==> config.mk <==
export PLATFORM = sky130hd
export DESIGN_NAME = graph6_edge_decoder_top
export DESIGN_NICKNAME = d
export VERILOG_FILES = /design/src/design/g6ed_pkg.sv /design/src/design/g6ed_front.sv /design/src/design/g6ed_queue.sv /design/src/design/g6ed_back.sv /design/src/design/graph6_edge_decoder_top.sv
export SDC_FILE = /design/constraint.sdc
export NUM_CORES = 1
export LEC_CHECK = 0
export BUFFER_PORTS_ARGS = -buffer_cell sky130_fd_sc_hd__buf_2
export CAP_MARGIN = 20
export CORE_UTILIZATION = 65
export CTS_CLUSTER_DIAMETER = 100
export DETAILED_ROUTE_END_ITERATION = 10
export PLACE_DENSITY = 0.89
export SETUP_SLACK_MARGIN = 0.1
export SLEW_MARGIN = 40
export SYNTH_ARGS = -nofsm -noshare
export SYNTH_HDL_FRONTEND = slang
export SYNTH_SLANG_ARGS = --single-unit
==> constraint.sdc <==
create_clock -name aclk -period 12.7 [get_ports aclk]
set_input_delay 1.27 -clock aclk [delete_from_list [all_inputs] [get_ports aclk]]
set_output_delay 1.27 -clock aclk [all_outputs]
set_load 0.005 [all_outputs]
==> src/design/g6ed_pkg.sv <==
// Shared types and constants for the graph6 edge decoder.
// No dependencies; imported by the front, queue, back and top-level modules.
`default_nettype none

package g6ed_pkg;

    // Byte ranges of the graph6 small-graph form
    localparam logic [7:0] BYTE_BIAS = 8'd63;   // subtracted from every byte
    localparam logic [7:0] HDR_MAX   = 8'd125;  // largest single-byte header
    localparam logic [7:0] DATA_MAX  = 8'd126;  // '~', largest data byte

    localparam int unsigned BITS_PER_BYTE = 6;

    // Result codes on the output channel
    typedef enum logic [2:0] {
        KIND_EDGE     = 3'd0,
        KIND_HDR_OK   = 3'd1,
        KIND_REC_OK   = 3'd2,
        KIND_BAD_HDR  = 3'd3,
        KIND_BAD_BYTE = 3'd4,
        KIND_SHORT    = 3'd5
    } kind_t;

    // Work handed from the front end to the back end
    typedef enum logic [1:0] {
        OP_HDR      = 2'd0,
        OP_BAD_HDR  = 2'd1,
        OP_DATA     = 2'd2,
        OP_BAD_BYTE = 2'd3
    } op_kind_t;

    typedef struct packed {
        op_kind_t    kind;
        logic [5:0]  value;   // vertex count (header) or six adjacency bits (data)
        logic        last;    // byte closes the record
    } op_t;

endpackage

`default_nettype wire

==> src/design/g6ed_front.sv <==
// Front end: accepts record bytes, tracks the record phase, classifies each byte.
// Uses g6ed_pkg; feeds g6ed_queue.
`default_nettype none

module g6ed_front
    import g6ed_pkg::*;
(
    input  wire logic       aclk,
    input  wire logic       aresetn,
    input  wire logic       s_tvalid,
    output logic            s_tready,
    input  wire logic [7:0] s_tdata,   // [7:0] byte_value
    input  wire logic       s_tlast,   // last_byte
    input  wire logic       q_full,
    output logic            q_push,
    output op_t             q_op
);

    typedef enum logic [1:0] {
        PH_HEADER,
        PH_DATA,
        PH_DISCARD
    } phase_t;

    phase_t phase_reg, phase_next;

    logic       accept;
    logic       in_low_ok;
    logic       hdr_ok;
    logic       data_ok;
    logic [7:0] unbiased;

    assign s_tready  = !q_full;
    assign accept    = s_tvalid && s_tready;
    assign in_low_ok = (s_tdata >= BYTE_BIAS);
    assign hdr_ok    = in_low_ok && (s_tdata <= HDR_MAX);
    assign data_ok   = in_low_ok && (s_tdata <= DATA_MAX);
    assign unbiased  = s_tdata - BYTE_BIAS;

    always_comb begin
        phase_next = phase_reg;
        q_push     = 1'b0;
        q_op.kind  = OP_DATA;
        q_op.value = unbiased[5:0];
        q_op.last  = s_tlast;
        if (accept) begin
            unique case (phase_reg)
                PH_HEADER: begin
                    q_push     = 1'b1;
                    q_op.kind  = hdr_ok ? OP_HDR : OP_BAD_HDR;
                    phase_next = s_tlast ? PH_HEADER : (hdr_ok ? PH_DATA : PH_DISCARD);
                end
                PH_DATA: begin
                    q_push     = 1'b1;
                    q_op.kind  = data_ok ? OP_DATA : OP_BAD_BYTE;
                    phase_next = s_tlast ? PH_HEADER : (data_ok ? PH_DATA : PH_DISCARD);
                end
                default: begin
                    // discarding the rest of a failed record
                    phase_next = s_tlast ? PH_HEADER : PH_DISCARD;
                end
            endcase
        end
    end

    always_ff @(posedge aclk) begin
        if (!aresetn) begin
            phase_reg <= PH_HEADER;
        end else begin
            phase_reg <= phase_next;
        end
    end

endmodule

`default_nettype wire

==> src/design/g6ed_queue.sv <==
// Short FIFO of decoded operations between the front and back ends.
// Uses g6ed_pkg for the operation type.
`default_nettype none

module g6ed_queue
    import g6ed_pkg::*;
#(
    parameter int unsigned DEPTH = 4
) (
    input  wire logic aclk,
    input  wire logic aresetn,
    input  wire logic push,
    input  op_t       push_op,
    output logic      full,
    input  wire logic pop,
    output logic      head_valid,
    output op_t       head_op
);

    localparam int unsigned PW = (DEPTH > 1) ? $clog2(DEPTH) : 1;
    localparam int unsigned CW = $clog2(DEPTH + 1);
    localparam logic [PW-1:0] PTR_LAST = PW'(DEPTH - 1);
    localparam logic [CW-1:0] CNT_FULL = CW'(DEPTH);

    op_t           slots_reg [DEPTH];
    logic [PW-1:0] wr_ptr_reg, wr_ptr_next;
    logic [PW-1:0] rd_ptr_reg, rd_ptr_next;
    logic [CW-1:0] count_reg,  count_next;
    logic          do_push, do_pop;

    assign full       = (count_reg == CNT_FULL);
    assign head_valid = (count_reg != '0);
    assign head_op    = slots_reg[rd_ptr_reg];
    assign do_push    = push && !full;
    assign do_pop     = pop && head_valid;

    always_comb begin
        wr_ptr_next = wr_ptr_reg;
        rd_ptr_next = rd_ptr_reg;
        count_next  = count_reg;
        if (do_push) begin
            wr_ptr_next = (wr_ptr_reg == PTR_LAST) ? '0 : wr_ptr_reg + PW'(1);
        end
        if (do_pop) begin
            rd_ptr_next = (rd_ptr_reg == PTR_LAST) ? '0 : rd_ptr_reg + PW'(1);
        end
        if (do_push && !do_pop) begin
            count_next = count_reg + CW'(1);
        end else if (do_pop && !do_push) begin
            count_next = count_reg - CW'(1);
        end
    end

    always_ff @(posedge aclk) begin
        if (do_push) begin
            slots_reg[wr_ptr_reg] <= push_op;
        end
    end

    always_ff @(posedge aclk) begin
        if (!aresetn) begin
            wr_ptr_reg <= '0;
            rd_ptr_reg <= '0;
            count_reg  <= '0;
        end else begin
            wr_ptr_reg <= wr_ptr_next;
            rd_ptr_reg <= rd_ptr_next;
            count_reg  <= count_next;
        end
    end

    a_no_overflow: assert property (@(posedge aclk) disable iff (!aresetn)
        count_reg <= CNT_FULL)
        else $error("queue count beyond depth");

    a_push_blocked_when_full: assert property (@(posedge aclk) disable iff (!aresetn)
        (full && push && !pop) |=> full)
        else $error("queue left full state without a pop");

    a_pop_empties: assert property (@(posedge aclk) disable iff (!aresetn)
        (count_reg == CW'(1) && do_pop && !do_push) |=> !head_valid)
        else $error("queue not empty after popping its only entry");

endmodule

`default_nettype wire

==> src/design/g6ed_back.sv <==
// Back end: walks the adjacency triangle and emits edge and status items.
// Uses g6ed_pkg; pops operations from g6ed_queue and drives the output register.
`default_nettype none

module g6ed_back
    import g6ed_pkg::*;
(
    input  wire logic  aclk,
    input  wire logic  aresetn,
    input  wire logic  q_valid,
    input  op_t        q_op,
    output logic       q_pop,
    output logic       out_valid,
    input  wire logic  out_ready,
    output kind_t      out_kind,
    output logic [5:0] out_low,
    output logic [5:0] out_high,
    output logic [5:0] out_count,
    output logic       out_end
);

    typedef enum logic [1:0] {
        ST_IDLE,
        ST_BITS,
        ST_STATUS
    } state_t;

    state_t      state_reg, state_next;
    logic [5:0]  n_reg,     n_next;      // vertex total
    logic [10:0] tri_reg,   tri_next;    // triangle size n(n-1)/2
    logic [5:0]  col_reg,   col_next;
    logic [5:0]  row_reg,   row_next;
    logic [10:0] pos_reg,   pos_next;    // triangle bits consumed so far
    logic [5:0]  eff_reg,   eff_next;    // in-triangle bits still to walk, MSB first
    logic        last_reg,  last_next;
    logic [2:0]  cnt_reg,   cnt_next;

    logic        out_valid_reg, out_valid_next;
    kind_t       out_kind_reg,  out_kind_next;
    logic [5:0]  out_low_reg,   out_low_next;
    logic [5:0]  out_high_reg,  out_high_next;
    logic [5:0]  out_count_reg, out_count_next;
    logic        out_end_reg,   out_end_next;

    logic        out_free;
    logic [10:0] remain;
    logic [5:0]  in_tri_mask;
    logic [5:0]  n_dec;
    logic [11:0] tri_prod;
    logic        hdr_good;
    logic        emit;
    kind_t       e_kind;
    logic [5:0]  e_low, e_high;
    logic        e_end;

    assign out_free = !out_valid_reg || out_ready;
    assign remain   = tri_reg - pos_reg;
    assign hdr_good = (q_op.kind == OP_HDR);

    // Bit j of a data byte (MSB first) lies inside the triangle if j < remaining bits
    always_comb begin
        for (int j = 0; j < BITS_PER_BYTE; j++) begin
            in_tri_mask[BITS_PER_BYTE-1-j] = (remain > 11'(j));
        end
    end

    assign n_dec    = (n_next == '0) ? '0 : n_next - 6'd1;
    assign tri_prod = 12'(n_next) * 12'(n_dec);

    always_comb begin
        state_next = state_reg;
        n_next     = n_reg;
        tri_next   = tri_reg;
        col_next   = col_reg;
        row_next   = row_reg;
        pos_next   = pos_reg;
        eff_next   = eff_reg;
        last_next  = last_reg;
        cnt_next   = cnt_reg;
        q_pop      = 1'b0;
        emit       = 1'b0;
        e_kind     = KIND_EDGE;
        e_low      = '0;
        e_high     = '0;
        e_end      = 1'b1;

        unique case (state_reg)
            ST_IDLE: begin
                if (q_valid) begin
                    unique case (q_op.kind)
                        OP_DATA: begin
                            q_pop      = 1'b1;
                            eff_next   = q_op.value & in_tri_mask;
                            last_next  = q_op.last;
                            cnt_next   = '0;
                            state_next = ST_BITS;
                        end
                        OP_HDR, OP_BAD_HDR: begin
                            if (out_free) begin
                                q_pop      = 1'b1;
                                n_next     = hdr_good ? q_op.value : '0;
                                col_next   = 6'd1;
                                row_next   = '0;
                                pos_next   = '0;
                                emit       = 1'b1;
                                e_kind     = hdr_good ? KIND_HDR_OK : KIND_BAD_HDR;
                                e_end      = !(hdr_good && q_op.last);
                                state_next = (hdr_good && q_op.last) ? ST_STATUS : ST_IDLE;
                            end
                        end
                        OP_BAD_BYTE: begin
                            if (out_free) begin
                                q_pop  = 1'b1;
                                emit   = 1'b1;
                                e_kind = KIND_BAD_BYTE;
                            end
                        end
                        default: begin
                            q_pop = 1'b1;
                        end
                    endcase
                end
            end
            ST_BITS: begin
                if (!eff_reg[5] || out_free) begin
                    if (eff_reg[5]) begin
                        emit   = 1'b1;
                        e_kind = KIND_EDGE;
                        e_low  = row_reg;
                        e_high = col_reg;
                        e_end  = !last_reg && (eff_reg[4:0] == '0);
                    end
                    if (col_reg < n_reg) begin
                        pos_next = pos_reg + 11'd1;
                        if (row_reg + 6'd1 >= col_reg) begin
                            row_next = '0;
                            col_next = col_reg + 6'd1;
                        end else begin
                            row_next = row_reg + 6'd1;
                        end
                    end
                    eff_next = {eff_reg[4:0], 1'b0};
                    cnt_next = cnt_reg + 3'd1;
                    if (cnt_reg == 3'(BITS_PER_BYTE - 1)) begin
                        state_next = last_reg ? ST_STATUS : ST_IDLE;
                    end
                end
            end
            ST_STATUS: begin
                if (out_free) begin
                    emit       = 1'b1;
                    e_kind     = (col_reg >= n_reg) ? KIND_REC_OK : KIND_SHORT;
                    state_next = ST_IDLE;
                end
            end
            default: begin
                state_next = ST_IDLE;
            end
        endcase

        tri_next = (state_reg == ST_IDLE && q_pop && q_op.kind != OP_DATA
                    && q_op.kind != OP_BAD_BYTE) ? tri_prod[11:1] : tri_reg;

        out_valid_next = out_valid_reg && !out_ready;
        out_kind_next  = out_kind_reg;
        out_low_next   = out_low_reg;
        out_high_next  = out_high_reg;
        out_count_next = out_count_reg;
        out_end_next   = out_end_reg;
        if (emit) begin
            out_valid_next = 1'b1;
            out_kind_next  = e_kind;
            out_low_next   = e_low;
            out_high_next  = e_high;
            out_count_next = n_next;
            out_end_next   = e_end;
        end
    end

    always_ff @(posedge aclk) begin
        if (!aresetn) begin
            state_reg     <= ST_IDLE;
            n_reg         <= '0;
            tri_reg       <= '0;
            col_reg       <= 6'd1;
            row_reg       <= '0;
            pos_reg       <= '0;
            cnt_reg       <= '0;
            out_valid_reg <= 1'b0;
        end else begin
            state_reg     <= state_next;
            n_reg         <= n_next;
            tri_reg       <= tri_next;
            col_reg       <= col_next;
            row_reg       <= row_next;
            pos_reg       <= pos_next;
            cnt_reg       <= cnt_next;
            out_valid_reg <= out_valid_next;
        end
    end

    // payload, no reset needed
    always_ff @(posedge aclk) begin
        eff_reg       <= eff_next;
        last_reg      <= last_next;
        out_kind_reg  <= out_kind_next;
        out_low_reg   <= out_low_next;
        out_high_reg  <= out_high_next;
        out_count_reg <= out_count_next;
        out_end_reg   <= out_end_next;
    end

    assign out_valid = out_valid_reg;
    assign out_kind  = out_kind_reg;
    assign out_low   = out_low_reg;
    assign out_high  = out_high_reg;
    assign out_count = out_count_reg;
    assign out_end   = out_end_reg;

    a_row_below_col: assert property (@(posedge aclk) disable iff (!aresetn)
        row_reg < col_reg)
        else $error("triangle walk: row not below column");

    a_pos_in_triangle: assert property (@(posedge aclk) disable iff (!aresetn)
        pos_reg <= tri_reg)
        else $error("triangle walk ran past the triangle");

    a_edge_ordered: assert property (@(posedge aclk) disable iff (!aresetn)
        (out_valid_reg && out_kind_reg == KIND_EDGE) |->
            (out_low_reg < out_high_reg && out_high_reg < out_count_reg))
        else $error("edge outside vertex range or misordered");

endmodule

`default_nettype wire

==> src/design/graph6_edge_decoder_top.sv <==
// Top level of the graph6 edge decoder: front end, operation queue, back end.
// Uses g6ed_pkg, g6ed_front, g6ed_queue and g6ed_back.
`default_nettype none

// Decodes graph6 records (single-byte header form, up to 62 vertices) arriving
// one byte per item on the s_ stream; s_tlast marks the final byte of a record.
// Each record yields a header status item, one edge item per set adjacency bit
// (edge_low < edge_high), and a closing status item on the last byte; a bad
// header or a bad data byte reports once and the rest of the record is dropped
// silently. m_tlast marks the last item caused by an input byte.
// Timing: the front end takes one byte per cycle while the operation queue
// (QUEUE_DEPTH entries) has room. The back end handles a header or bad byte
// in its idle state; a data byte is taken from the queue, then walked one
// adjacency bit at a time, edge or not, and the closing status follows in its
// own state; bytes being discarded cost no back-end time. The back end takes no
// new byte from the queue until the triangle walk of a data byte is done.
// Results leave through a single output register: while a result waits on
// m_tready, the back end keeps stepping over bits that emit nothing but holds
// at the next item it has to emit.

module graph6_edge_decoder_top
    import g6ed_pkg::*;
#(
    parameter int unsigned QUEUE_DEPTH = 4
) (
    input  wire logic        aclk,
    input  wire logic        aresetn,
    // input bytes
    input  wire logic        s_tvalid,
    output logic             s_tready,
    input  wire logic [7:0]  s_tdata,   // [7:0] byte_value
    input  wire logic        s_tlast,   // last_byte
    // results
    output logic             m_tvalid,
    input  wire logic        m_tready,
    output logic [23:0]      m_tdata,   // [5:0] edge_low, [11:6] edge_high,
                                        // [17:12] vertex_count, [23:18] zero
    output logic [2:0]       m_tuser,   // [2:0] kind
    output logic             m_tlast    // run_end
);

    logic  q_full;
    logic  q_push;
    op_t   q_push_op;
    logic  q_pop;
    logic  q_valid;
    op_t   q_head;

    kind_t      res_kind;
    logic [5:0] res_low;
    logic [5:0] res_high;
    logic [5:0] res_count;

    g6ed_front u_front (
        .aclk     (aclk),
        .aresetn  (aresetn),
        .s_tvalid (s_tvalid),
        .s_tready (s_tready),
        .s_tdata  (s_tdata),
        .s_tlast  (s_tlast),
        .q_full   (q_full),
        .q_push   (q_push),
        .q_op     (q_push_op)
    );

    g6ed_queue #(
        .DEPTH (QUEUE_DEPTH)
    ) u_queue (
        .aclk       (aclk),
        .aresetn    (aresetn),
        .push       (q_push),
        .push_op    (q_push_op),
        .full       (q_full),
        .pop        (q_pop),
        .head_valid (q_valid),
        .head_op    (q_head)
    );

    g6ed_back u_back (
        .aclk      (aclk),
        .aresetn   (aresetn),
        .q_valid   (q_valid),
        .q_op      (q_head),
        .q_pop     (q_pop),
        .out_valid (m_tvalid),
        .out_ready (m_tready),
        .out_kind  (res_kind),
        .out_low   (res_low),
        .out_high  (res_high),
        .out_count (res_count),
        .out_end   (m_tlast)
    );

    assign m_tuser = res_kind;
    assign m_tdata = {6'd0, res_count, res_high, res_low};

endmodule

`default_nettype wire

# Word level (Yosys, flattened, before mapping)
# Memory sizes are Yosys's and may differ from the RTL's. A register that Yosys moved wholly into a read port is not among the register bits.
# Index checks and enable logic that the tools add are counted.
[totals]
ff_bits = 84
wordCells = 195
out_inout_bits = 30
memories = 1
ramBits = 36
input_bits = 13
[classes]
n_eq_ne = 23
mul = 1
magnitude_cmp = 12
muxes = 87
bitwise_logic = 1
n_reduce_logical = 40
add_sub_neg = 11
[mem_list]
columns = ["memory", "depth", "word_bits", "rd", "rd_clocked_by_memory_dff", "write_ports", "line", "source"]
rows = [
  ["u_queue.slots_reg", 4, 9, 1, 1, 1, "g6ed_queue.sv:25", "op_t slots_reg [DEPTH];"],
]
[op_table]
columns = ["op", "count"]
rows = [
  ["two-way mux 6 bit", 21],
  ["two-way mux 11 bit", 5],
  ["two-way mux 2 bit", 18],
  ["case mux 6 bit (2 select lines)", 3],
  ["two-way mux 3 bit", 10],
  ["greater-than comparator 11 x 1 -> 1 bit, second input constant", 2],
  ["greater-than comparator 11 x 2 -> 1 bit, second input constant", 2],
  ["greater-than comparator 11 x 3 -> 1 bit, second input constant", 2],
  ["case mux 11 bit (2 select lines)", 1],
  ["two-way mux 1 bit", 19],
  ["case mux 3 bit (2 select lines)", 3],
  ["<= comparator 8 x 7 -> 1 bit, second input constant", 2],
  ["logical AND 1 bit", 13],
  ["adder 6 x 1 -> 6 bit, second input constant", 2],
  [">= comparator 6 bit", 2],
  ["multiplier 6 x 6 -> 12 bit", 1],
  ["!= test 2 x 1 -> 1 bit, second input constant", 6],
  ["case mux 2 bit (2 select lines)", 3],
  ["AND reduction 6 bit", 2],
  ["adder 11 x 1 -> 11 bit, second input constant", 1],
  ["subtractor 11 bit", 1],
  ["== test 2 bit, second input constant", 5],
  ["!= test 2 bit, second input constant", 5],
  [">= comparator 8 x 6 -> 1 bit, second input constant", 1],
  ["other kinds (26)", 45],
]

# Longest topological paths before layout
[logic_depth]
word_depth = 10
mapped_depth = 24
mapped_depth_nobuf = 23

# Hierarchy
# Synthesis repeated with hierarchy kept, for this count alone.
[hier_totals]
hier_cells = 735
hier_area_um2 = 7430.9
[modules_own_cells]
columns = ["mod", "cells_each", "area_per_inst_um2", "seq_area_each_um2", "instances"]
rows = [
  ["g6ed_back", 590, 5277.6, 1791.7, 1],
  ["g6ed_queue", 98, 1775.5, 1261.2, 1],
  ["g6ed_front", 40, 329.1, 40.0, 1],
  ["graph6_edge_decoder_top", 7, 48.8, 0.0, 1],
]

# Least setup slack after synthesis
# Ideal clock, no wire load.
[synth_timing]
kind = "input to register"
start = "in m_tready"
end = "reg u_back.tri_reg[9]"
path_buffers = 1
arrival_ps = 5880
required_time_ps = 12638
setup_ps = 62
path_slack_ps = 6758
path_stages = 20
cell_sequence = "nand2b_1 -> nand4b_4 -> buf_2 -> nor3b_1 -> a21oi_2 -> ha_1 -> or2_2 -> o21ai_1 -> nand2_1 -> fa_1 -> fa_1 -> fa_1 -> inv_1 -> ha_1 -> a21oi_1 -> nor2b_1 -> o21a_1 -> or4_1 -> a21o_1 -> nand3_1"
[synth_via]
elab_chain_cells = 8
word_cells_on_any_way = 16
classes_between = "1 x add/sub; 1 x mul; 9 x mux; 5 x reduce/logical"
[synth_lines]
columns = ["element", "line", "source"]
rows = [
  ["from (decl)", "graph6_edge_decoder_top.sv:35", "input wire logic m_tready,"],
  ["logical OR 1 bit *", "g6ed_back.sv:56", "assign out_free = !out_valid_reg || out_ready;"],
  ["two-way mux 6 bit or two-way mux 1 bit (tied branches)", "g6ed_back.sv:99, g6ed_back.sv:112", ""],
  ["two-way mux 6 bit or case mux 1 bit (2 select lines) (tied branches)", "g6ed_back.sv:90", "unique case (q_op.kind)"],
  ["two-way mux 6 bit or two-way mux 1 bit (tied branches)", "g6ed_back.sv:89", "if (q_valid) begin"],
  ["two-way mux 6 bit or two-way mux 1 bit (tied branches)", "g6ed_back.sv:87", "unique case (state_reg)"],
  ["subtractor 6 x 1 -> 6 bit, or another cell as far along", "g6ed_back.sv:67", "assign n_dec = (n_next == '0) ? '0 : n_next - 6'd1;"],
  ["two-way mux 6 bit or logical AND 1 bit (tied branches)", "g6ed_back.sv:67, g6ed_back.sv:161", ""],
  ["multiplier 6 x 6 -> 12 bit or logical AND 1 bit (tied branches)", "g6ed_back.sv:68, g6ed_back.sv:162", ""],
  ["to (signal assigned)", "g6ed_back.sv:193", "tri_reg <= tri_next;"],
  ["to (decl)", "g6ed_back.sv:30", "logic [10:0] tri_reg, tri_next;"],
]
# Every way passes the cells marked *; elsewhere a longest branch is shown, timed or not.
# A chain may end at the register's enable or synchronous reset.

==> qor.yml <==
run_status:
  outcome: "finished, final reports clean"
setup_path:
  start_kind: "flop"
  worstPathRequired_ns: 13.00
  arrival_ns: 6.83
  cp-end-kind: "flop"
  rr_endpoint: "u_back.tri_reg[10]"
  crit_fanout: 24
  crit_type: "flop to flop"
  rr_worst_depth: 19
  r2r_slack_ns: 6.17
clocking:
  cts-root-buf: "clkbuf_16"
  cts_tree: "yes"
  post_cts_resized: 0
  postCtsHoldBufs: 0
  numCtsBuffers: 17
  insertion_delay_ns: 0.43
  htree_levels: 4
  cts_max_path_buffers: 2
  clkTransAtPathRegs_ns: 0.06
  cts_setup_buffers: 0
  cts_sinks: 122
logic_synthesis:
  ys_seq_area_share_pct: 42.0
  synth_edf_count: 65
  syn_area_mm2: 0.00737
  synth-main-ff-cell: "edfxtp_1"
  synth_top_area_share_pct: 26.5
  synth.most_common_cell: "nand2_1"
  yosysUniqueCellTypes: 67
  synth_cells: 729
  yosysWarnings: 0
  synth_commonest_cells: "nand2_1 (76), inv_1 (66), edfxtp_1 (65), ha_1 (60), dfxtp_1 (57)"
  ys_seq_elements: 122
  syn_avg_cell_area_um2: 10.1
  synthArstFlopShare_pct: 0
  synth_top_cell_by_area: "edfxtp_1"
  synthTopCellsByArea: "edfxtp_1 (26%), dfxtp_1 (15%), ha_1 (10%), fa_1 (5.2%), nand2_1 (3.9%)"
sta:
  worst_slew_pin_slew_ns: 0.748
  setup_viol: 0
  skew_ns: 0.00776
  relSlewSlack_pct: 49.7
  hold_violations: 0
  slew_viol_final: 0
  finalCritPeriodShare_pct: 51.4
  setup_ws_ns: 6.17
  rsz0062_at_grt: "no"
  totalNegativeSetupSlack_ns: 0
  timing.final.crit_period_ns: 6.53
  fmax_mhz: 153
die:
  dieHeight_um: 108
  start_util_pct: 67.4
  core_area_mm2: 0.0109
  dieArea_mm2: 0.0118
  rows: 38
  io_pins: 43
  die_w_um: 108
pwr:
  ir_worst_vdd_mv: 0.151
  leakage_nw: 3.42
  pwr_density_cell_mw_per_mm2: 225
global_route:
  grt_pass1_vias: 5673
  grt.total_usage_pct: 30.0
  grt_pass1_wl_um: 26500
  overflow: 0
  grt_max_degree: 52
  antenna_found_initial: 0
placement:
  place_ws_ns: 5.92
  portBuffers: 36
  hpwl_um: 12000
  place_congestion: 0.939
worst_hold_path:
  hold_path_class: "flop to flop"
  min_to: "u_back.tri_reg[0]"
  min_from: "u_back.tri_reg[0]"
  min_path_cells: 2
job:
  maxCapViolCount: 0
routing:
  initialDrtViolationCount: 487
  drc: 0
  firstDrtPassIters: 7
  vias: 5602
  post_drt_wl_per_cell_um: 17.6
  ant_nets: 0
  via_per_inst: 6.09
  wl_um: 16200
layout:
  diodes: 0
  largest_reg_flops: 36
  drive_gt1_share_pct: 12.7
  area_growth_pct: 11.5
  fillCellCount: 703
  nNetsFinal: 859
-- cell usage in the layout (no fill, tap or decap), types with 5 or more instances in the layout --
master     synthesis  final
o22ai_1            5      5
nor3_1            14     14
or3_1              9      9
nand2b_1           6      6
fa_1              19     19
xnor2_1           21     21
mux2i_1           11     11
edfxtp_1          65     65
a21o_1             6      6
a21boi_0           9      9
nand2_1           76     76
and2_1            22     22
nand4_1            6      6
nor2b_1           17     16
o21ai_0           19     19
nor2_1            50     49
nor3b_1            5      5
a21oi_2            4      6
o21a_1             7      7
dfxtp_1           57     57
clkbuf_16          0     17
xor2_1            10     10
inv_1             66     66
buf_2              2     36
nand3_1           29     29
mux4_2             9      9
and3_1             6      6
ha_1              60     60
conb_1             1      6
a21oi_1           32     30
-- where the power goes --
group	leakage [nW]	switching, W	internal, W
Clock	0.272	0.000181	0.000288
Combinational	2.07	0.000497	0.000299
Sequential	1.07	0.0000521	0.000533
Total	3.42	0.000730	0.00112
-- per-stage QoR --
step | total power (W) | cell area [µm²] | util (%) | std cells | hold slack, ns
5_1_grt | 0.00196 | 8220 | 75.2 | 920 | 0.497
4_1_cts | 0.00184 | 8210 | 75.1 | 920 | 0.486
6_report | 0.00185 | 8220 | 75.2 | 920 | 0.486
2_1_floorplan | 0.00115 | 7390 | - | 734 | 0.443
3_5_place_dp | 0.00136 | 7640 | 69.8 | 888 | 0.476
3_3_place_gp | 0.00132 | 7630 | 69.7 | 887 | 0.459
-- area by class of cell --
class                   instances  area [µm²]  share of cell area (%)
flip-flops and latches        122        3090                    37.6
repair buffers                 38         195                    2.37
clock inverters                15         151                    1.84
well taps                     140         175                    2.13
clock buffers                  17         425                    5.18
multi-input cells             519        3920                    47.7
inverters                      69         259                    3.15
-- logic make-up (layout without fill, tap and decap cells) --
kind of cell,count (synthesis),in the layout,share of synthesized area (%)
simple gates,259,259,17.6
compound gates,123,123,11.6
flops,122,122,42.0
buf+inv,93,139,5.28
fa+ha+maj,79,79,15.3
xor+xnor,31,31,3.68
mux,21,21,4.43
other cells,1,6,0.0509
-- worst max path at each step --
| stage | endpoint | cells after the start |
|---|---|---|
| 4_1_cts | u_back.tri_reg[10] | 20 |
| 3_5_place_dp | u_back.tri_reg[9] | 21 |
| 5_1_grt | u_back.tri_reg[10] | 19 |
| 2_1_floorplan | u_back.tri_reg[9] | 20 |
| 6_report | u_back.tri_reg[10] | 19 |
| 3_3_place_gp | u_back.tri_reg[9] | 21 |
-- layer usage --
metal | GRT usage, % | vias up | share of wire, %
met5 | 0 | - | 0
met2 | 53.7 | 213 | 53
li1 | - | 2632 | -
met1 | 34.0 | 2716 | 39
met3 | 7.72 | 41 | 5.7
met4 | 11.8 | 0 | 2.3
-- worst max-delay path, cell delays in order (launching register included) --
cell      delay, ns
dfxtp_1        0.69
mux4_2         0.67
nand4b_4       0.48
a21oi_2        0.57
ha_1           0.29
nand3_1        0.13
mux2i_1        0.21
or2_1          0.26
fa_1           0.49
fa_1           0.52
fa_1           0.54
inv_1          0.04
ha_1           0.32
a21o_1         0.19
a21oi_1        0.23
nor2b_1        0.08
o21ai_0        0.31
a21oi_1        0.15
nand4b_1       0.13
o211ai_1       0.09
No activity file was read; power rests on OpenSTA's default activity.
